[config.mk]
export PLATFORM = sky130hd
export DESIGN_NAME = capture_period_rpm_meter_top
export DESIGN_NICKNAME = d
export VERILOG_FILES = /design/src/design/cprm_pkg.sv /design/src/design/capture_period_rpm_meter_top.sv
export SDC_FILE = /design/constraint.sdc
export NUM_CORES = 1
export LEC_CHECK = 0
export ABC_CLOCK_PERIOD_IN_PS = 4800
export BUFFER_PORTS_ARGS = -buffer_cell sky130_fd_sc_hd__buf_2
export CORE_MARGIN = 4
export CORE_UTILIZATION = 54
export CTS_CLUSTER_DIAMETER = 80
export DETAILED_ROUTE_END_ITERATION = 16
export GPL_TIMING_DRIVEN = 0
export MAX_ROUTING_LAYER = met4
export PLACE_DENSITY = 0.81
export SLEW_MARGIN = 20
export SYNTH_ARGS = -nofsm -noshare
export SYNTH_HDL_FRONTEND = slang
export SYNTH_SLANG_ARGS = --single-unit
[constraint.sdc]
create_clock -name clk_i -period 4.8 [get_ports clk_i]
set_clock_uncertainty 0.15 [all_clocks]
set_input_delay 0.48 -clock clk_i [delete_from_list [all_inputs] [get_ports clk_i]]
set_output_delay 0.48 -clock clk_i [all_outputs]
set_load 0.05 [all_outputs]
[src/design/cprm_pkg.sv]
`timescale 1ns / 1ps
// ----------------------------------------------------------------------------
// cprm_pkg
// Shared types and constants for the capture-period rpm meter.
// ----------------------------------------------------------------------------
package cprm_pkg;

  // Field widths fixed by the stream format
  localparam int unsigned WORD_W    = 32;
  localparam int unsigned OVF_W     = 16;
  localparam int unsigned CAPVAL_W  = 16;

  // Shared subtractor: two guard bits above a word
  localparam int unsigned SUB_W     = WORD_W + 2;

  // Restoring division: one quotient bit per step
  localparam int unsigned DIV_STEPS = WORD_W;
  localparam int unsigned CNT_W     = $clog2(DIV_STEPS);

  localparam logic [WORD_W-1:0] RPM_NUM_RESET = 32'd22500000;

  typedef logic [WORD_W-1:0] word_t;
  typedef logic [OVF_W-1:0]  ovf_t;
  typedef logic [SUB_W-1:0]  sub_t;
  typedef logic [CNT_W-1:0]  cnt_t;

endpackage

[src/design/capture_period_rpm_meter_top.sv]
`timescale 1ns / 1ps
// ----------------------------------------------------------------------------
// capture_period_rpm_meter_top
// Capture-period tachometer: timestamps capture events, forms the period and
// divides the rpm numerator by it on one shared subtractor.
// ----------------------------------------------------------------------------
// Flow: a capture with a non-zero period runs from accept through the 32
//   restoring-division steps to the hand-off, which holds until the output
//   register is free; a zero period goes from accept straight to hand-off.
//   An item without capture finishes in its accept cycle. No new item is
//   accepted before the hand-off; division runs on the one shared subtractor.
// Reset: rst_ni (asynchronous, active low) clears the overflow count, the
//   last timestamp and the output valid, and loads the numerator to 22500000.
module capture_period_rpm_meter_top #(
  parameter int unsigned CAPTURE_WIDTH = 16
) (
  input  logic        clk_i,
  input  logic        rst_ni,

  // Configuration: rpm_numerator
  input  logic        cfg_we_i,
  input  logic [31:0] cfg_wdata_i,

  // Timer event stream
  input  logic        s_axis_tvalid_i,
  output logic        s_axis_tready_o,
  input  logic [15:0] s_axis_tdata_i,   // [15:0] capture_value
  input  logic [1:0]  s_axis_tuser_i,   // [0] overflow_event, [1] capture_event

  // Result stream
  output logic        m_axis_tvalid_o,
  input  logic        m_axis_tready_i,
  output logic [63:0] m_axis_tdata_o,   // [31:0] period_ticks, [63:32] rpm_value
  output logic [0:0]  m_axis_tuser_o    // [0] zero_period
);

  // Sequencer codes
  localparam logic [1:0] ST_IDLE = 2'd0;
  localparam logic [1:0] ST_DIV  = 2'd1;
  localparam logic [1:0] ST_DONE = 2'd2;

  logic [1:0]    state_q, state_d;
  cprm_pkg::word_t num_q;
  cprm_pkg::ovf_t  ovf_q, ovf_d;
  cprm_pkg::word_t last_q, last_d;
  cprm_pkg::word_t per_q, per_d;      // period, also the divisor
  cprm_pkg::word_t quo_q, quo_d;      // dividend shifting out, quotient in
  cprm_pkg::word_t rem_q, rem_d;
  logic            zero_q, zero_d;
  cprm_pkg::cnt_t  cnt_q, cnt_d;

  logic            m_valid_q, m_valid_d;
  cprm_pkg::word_t m_per_q, m_per_d;
  cprm_pkg::word_t m_rpm_q, m_rpm_d;
  logic            m_zero_q, m_zero_d;

  logic            in_fire;
  logic            out_free;
  cprm_pkg::ovf_t  ovf_next;
  cprm_pkg::word_t stamp;
  cprm_pkg::sub_t  trial;
  cprm_pkg::sub_t  sub_a, sub_b, sub_y;

  assign s_axis_tready_o = (state_q == ST_IDLE);
  assign in_fire         = s_axis_tvalid_i & s_axis_tready_o;
  assign out_free        = ~m_valid_q | m_axis_tready_i;

  // Overflow in the same transaction counts before the capture
  assign ovf_next = ovf_q + cprm_pkg::ovf_t'(s_axis_tuser_i[0]);

  // Timestamp: overflow count over capture bits, mod 2^32; 32+ bits: value only
  generate
    if (CAPTURE_WIDTH >= 32) begin : g_stamp_wide
      assign stamp = {{(cprm_pkg::WORD_W - cprm_pkg::CAPVAL_W){1'b0}}, s_axis_tdata_i};
    end else begin : g_stamp_split
      localparam logic [63:0] LowMask = (64'd1 << CAPTURE_WIDTH) - 64'd1;
      logic [63:0] stamp_wide;
      assign stamp_wide = ({48'd0, ovf_next} << CAPTURE_WIDTH)
                        | ({48'd0, s_axis_tdata_i} & LowMask);
      assign stamp      = stamp_wide[31:0];
    end
  endgenerate

  // Trial remainder of one restoring step
  assign trial = {1'b0, rem_q, quo_q[cprm_pkg::WORD_W-1]};

  // The one subtractor: period on accept, trial subtract while dividing
  always_comb begin
    if (state_q == ST_DIV) begin
      sub_a = trial;
      sub_b = {2'b00, per_q};
    end else begin
      sub_a = {2'b00, stamp};
      sub_b = {2'b00, last_q};
    end
  end
  assign sub_y = sub_a - sub_b;

  always_comb begin
    state_d   = state_q;
    ovf_d     = ovf_q;
    last_d    = last_q;
    per_d     = per_q;
    quo_d     = quo_q;
    rem_d     = rem_q;
    zero_d    = zero_q;
    cnt_d     = cnt_q;
    m_valid_d = m_valid_q & ~m_axis_tready_i;
    m_per_d   = m_per_q;
    m_rpm_d   = m_rpm_q;
    m_zero_d  = m_zero_q;

    case (state_q)
      ST_IDLE: begin
        if (in_fire) begin
          ovf_d = ovf_next;
          if (s_axis_tuser_i[1]) begin
            // Store the stamp and set up the divider, or skip it on zero period
            last_d = stamp;
            per_d  = sub_y[31:0];
            rem_d  = '0;
            cnt_d  = cprm_pkg::cnt_t'(cprm_pkg::DIV_STEPS - 1);
            if (sub_y[31:0] == '0) begin
              quo_d   = '0;
              zero_d  = 1'b1;
              state_d = ST_DONE;
            end else begin
              quo_d   = num_q;
              zero_d  = 1'b0;
              state_d = ST_DIV;
            end
          end
        end
      end
      ST_DIV: begin
        // Keep the difference when no borrow, else restore
        if (!sub_y[cprm_pkg::SUB_W-1]) begin
          rem_d = sub_y[31:0];
          quo_d = {quo_q[30:0], 1'b1};
        end else begin
          rem_d = trial[31:0];
          quo_d = {quo_q[30:0], 1'b0};
        end
        cnt_d = cnt_q - cprm_pkg::cnt_t'(1);
        if (cnt_q == '0) begin
          state_d = ST_DONE;
        end
      end
      ST_DONE: begin
        // Hold until the output register is free
        if (out_free) begin
          m_valid_d = 1'b1;
          m_per_d   = per_q;
          m_rpm_d   = quo_q;
          m_zero_d  = zero_q;
          state_d   = ST_IDLE;
        end
      end
      default: begin
        state_d = ST_IDLE;
      end
    endcase
  end

  always_ff @(posedge clk_i or negedge rst_ni) begin
    if (!rst_ni) begin
      state_q   <= ST_IDLE;
      num_q     <= cprm_pkg::RPM_NUM_RESET;
      ovf_q     <= '0;
      last_q    <= '0;
      cnt_q     <= '0;
      m_valid_q <= 1'b0;
    end else begin
      state_q   <= state_d;
      ovf_q     <= ovf_d;
      last_q    <= last_d;
      cnt_q     <= cnt_d;
      m_valid_q <= m_valid_d;
      if (cfg_we_i) begin
        num_q <= cfg_wdata_i;
      end
    end
  end

  // Datapath registers
  always_ff @(posedge clk_i) begin
    per_q    <= per_d;
    quo_q    <= quo_d;
    rem_q    <= rem_d;
    zero_q   <= zero_d;
    m_per_q  <= m_per_d;
    m_rpm_q  <= m_rpm_d;
    m_zero_q <= m_zero_d;
  end

  assign m_axis_tvalid_o = m_valid_q;
  assign m_axis_tdata_o  = {m_rpm_q, m_per_q};
  assign m_axis_tuser_o  = m_zero_q;

`ifndef ASSERT_OFF
  // A zero-period result carries zero period and zero rpm
  a_zero_fields: assert property (@(posedge clk_i) disable iff (!rst_ni)
    (m_valid_q && m_zero_q) |-> (m_per_q == '0 && m_rpm_q == '0))
    else $error("zero-period result with non-zero fields");

  // A divided result never has a zero period
  a_nonzero_period: assert property (@(posedge clk_i) disable iff (!rst_ni)
    (m_valid_q && !m_zero_q) |-> (m_per_q != '0))
    else $error("divided result with zero period");

  // The last division step hands over to the output stage
  a_div_end: assert property (@(posedge clk_i) disable iff (!rst_ni)
    (state_q == ST_DIV && cnt_q == '0) |=> (state_q == ST_DONE))
    else $error("division did not end after its last step");

  // A finished result reaches the output register once it is free
  a_handoff: assert property (@(posedge clk_i) disable iff (!rst_ni)
    (state_q == ST_DONE && out_free) |=> (m_valid_q && state_q == ST_IDLE))
    else $error("result not handed to output register");
`endif

endmodule
==> flow_summary_export.csv <==
group,metric,value,unit
run_status,status,"finished clean",
min_path,holdCritStartpoint,"s_axis_tdata_i[6]",
synthesis,synth_compound_area_share,12.07,%
clock_network,clockBufferDepth,3,
layout,stdcell_count,1629,
die,core_area,22640,µm²
synthesis,syn-num-nets,1240,
global_routing,grt_max_degree,49,
die,fp.dieH,159.7,µm
die,initial_utilization,54.89,%
timing,fin_crit_sh,98.23,%
timing,period_minus_slack,4.715,ns
clock_network,worstSkewPairLatency,0.54,ns
timing,final_max_slew_viol_count,0,
detailed_routing,first_pass_iters,5,
synthesis,synth_top_flop_cell,"edfxtp_1",
clock_network,cts_max_level,1,
setup_path,endpoint_kind,"register",
clock_network,cts_buffers,26,
layout,antenna_cells,0,
timing,max_freq,0.2121,GHz
synthesis,syn_area_per_cell,10.83,µm²
timing,setup_viol,0,
setup_path,r2r_slack,0.08,ns
die,dieArea,25500,µm²
synthesis,synth_top_area_cell,"edfxtp_1",
setup_path,crit_slowest_cell,"or4_4",
setup_path,crit_fanout,10,
global_routing,grt_overflow,0,
clock_network,cts_tree,"done",
synthesis,synthCells,1147,
global_routing,antenna_found_initial,0,
synthesis,synth_cell_types,69,
synthesis,yosysTopAreaCellShare,39.15,%
timing,final_hold_viol_count,0,
clock_network,cts_sinks,250,
synthesis,synth_edf_count,162,
place,dp.cells,1559,
run,maxCapViolCount,0,
synthesis,synth_mux_area_share,5.648,%
min_path,worstHoldPathType,"in2reg",
clock_network,clock-root-buffer,"clkbuf_16",
synthesis,async_reset_ff_share,35.20,%
synthesis,yosys.area_share.simple,15.10,%
synthesis,synth_top_family_by_area,"simple AND/OR/NAND/NOR gates",
synthesis,synth_xor_area_share,3.735,%
die,io_pins,122,
setup_path,critPathLaunchType,"register",
setup_path,cp_data_arrival_time,4.86,ns
setup_path,worst_path_largest_cell_delay,0.57,ns
detailed_routing,ant_nets,0,
layout,area_delta_synth_final,20.96,%
setup_path,path_class,"reg2reg",
place,port-buffer-count,120,
place,dpl.hpwl,23000,µm
die,die_x,159.7,µm
global_routing,grt_usage,25.72,%
synthesis,synthTopCellsByArea,"edfxtp_1 (39%), dfrtp_1 (16%), nand2_1 (8.9%), ha_1 (3.7%), a21oi_1 (3.4%)",
setup_path,r2r-start,"state_q[0]",
global_routing,grt_pass1_vias,9560,
clock_network,clkTransAtPathRegs,0.06,ns
layout,mostFrequentLayoutCells,"nand2_1 (294), edfxtp_1 (162), buf_2 (126), dfrtp_1 (76), a21oi_1 (75)",
timing,slew_headroom,52.85,%
die,rows,55,
setup_path,path_cells,"nor2b_4, clkbuf_8, buf_12, buf_8, nand2_1, nand2_1, ha_1, inv_1, fa_2, a211oi_4, o21ai_4, a311oi_2, a21oi_2, a21oi_2, xnor2_2, or4_4, nor4_4, buf_6, buf_8, o21ai_2",
layout,drive_gt1_share,26.19,%
detailed_routing,wl_per_cell,20.13,µm
min_path,hold_path_end,"last_q[6]",
synthesis,syn-cell-area,12430,µm²
timing,worst_pin_slew,0.7030,ns
layout,final_common_cell,"nand2_1",
setup_path,required,4.94,ns
detailed_routing,num_vias,9543,
global_routing,grt_pass1_wl,51640,µm
place,place_congestion,0.9483,
synthesis,synthAdderAreaFrac,3.886,%
detailed_routing,drt-total-wl,32800,µm
detailed_routing,drc_errors,0,
synthesis,yosysSeqAreaShare,56.98,%
detailed_routing,viasPerCell,5.858,
setup_path,reg2reg_to,"quo_q[14]",
setup_path,reg2regPathDepth,20,
synthesis,synth_seq_cells,250,
detailed_routing,drt-initial-drc-count,744,
min_path,holdPathStages,3,
timing,rsz0062_at_grt,"yes",
layout,final_nets,1417,
synthesis,synth_warnings,0,
## metrics by stage
step / instance area, µm² / worst slack (ns) / util, % / hold WS (ns) / TNS [ns]
finish: 15030 / 0.08473 / 66.39 / 0.01369 / 0
global route: 15030 / -0.09665 / 66.39 / 0.01975 / -1.832
CTS: 14720 / 0.004268 / 65.02 / 0.001165 / 0
detailed placement: 13590 / -1.463 / 60.01 / 0.2545 / -79.48
global placement: 13390 / -1.448 / 59.12 / 0.2539 / -199.97
floorplan: 12430 / 0.1473 / - / 0.03441 / 0
## cells in the mapped netlist (11+ instances only)
cell        n
inv_1      16
o21ai_0    43
xnor2_1    35
dfrtp_1    77
xor2_1     18
clkbuf_1   43
nor2_1     57
nand4_1    19
a21oi_1    85
nor3_1     14
dfstp_2    11
ha_1       37
nand3_1    12
o21ai_2    29
nand2_1   294
mux2_2     33
edfxtp_1  162
mux2i_1    33
## worst max-delay path by stage
stage,start,end,slack [ns],depth (start not counted)
3_5_place_dp,state_q[1],quo_q[0],-1.46,15
4_1_cts,state_q[0],quo_q[0],0.004,18
2_1_floorplan,state_q[1],quo_q[0],0.15,19
3_3_place_gp,s_axis_tvalid_i,cnt_q[4],-1.45,7
6_report,state_q[0],quo_q[14],0.08,20
5_1_grt,state_q[0],quo_q[0],-0.1,20
## cells by family (layout without fill, tap and decap cells)
| group | after synthesis | after routing |
|---|---|---|
| XOR/XNOR | 53 | 53 |
| adder cells (fa/ha/maj) | 38 | 38 |
| AO/OA/AOI/OAI | 226 | 226 |
| AND/OR/NAND/NOR | 437 | 437 |
| flip-flops | 250 | 250 |
| multiplexers | 66 | 66 |
| buffers and inverters | 77 | 274 |
## metal layers
layer / track usage [%] / routed length [µm] / up-vias
met5: - / 0 / -
met3: 3.845 / 2423 / 60
met2: 40.91 / 15490 / 388
met1: 35.35 / 14120 / 4656
li1: - / - / 4439
met4: 6.193 / 764 / 0
## sequential cells by signal, summed over array words and instances (netlist names)
register         flops
cnt_q                5
ovf_q               16
m_axis_tvalid_o      1
zero_q               1
quo_q               32
rem_q               32
last_q              32
num_q               32
m_rpm_q             32
m_axis_tuser_o       1
m_per_q             32
state_q              2
per_q               32
## worst max-delay path: cells and delay by family, from the launching register on
kind                       cells  cell delay (ns)
AOI/OAI and AO/OA              6             1.19
xor gates and xnor gates       1             0.12
adders and majority gates      2             0.55
buffers and inverters          6             0.89
DFF                            1             0.43
and+or+nand+nor                5             1.15
## cell type report
type,count,area [µm²]
Buffer,51,347.8
Clock inverter,8,98.84
Sequential cell,250,7082
Clock buffer,40,733.2
Fill cell,1701,7609
Multi-Input combinational cell,820,5289
Tap cell,285,356.6
Timing Repair Buffer,158,1061
Inverter,17,63.81
## timing repair
item                                   CTS  global route
endpoints found under the hold margin   37             0
gates cloned                             0             1
hold buffers                             9             0
setup buffers                            9            12
setup endpoints to repair               68            64
resized for setup                       53            59
pin swaps                                6            16
Power is left out: the tool's default activity adds up to more than one toggle a clock period on the data nets, which glitch-free logic cannot reach.
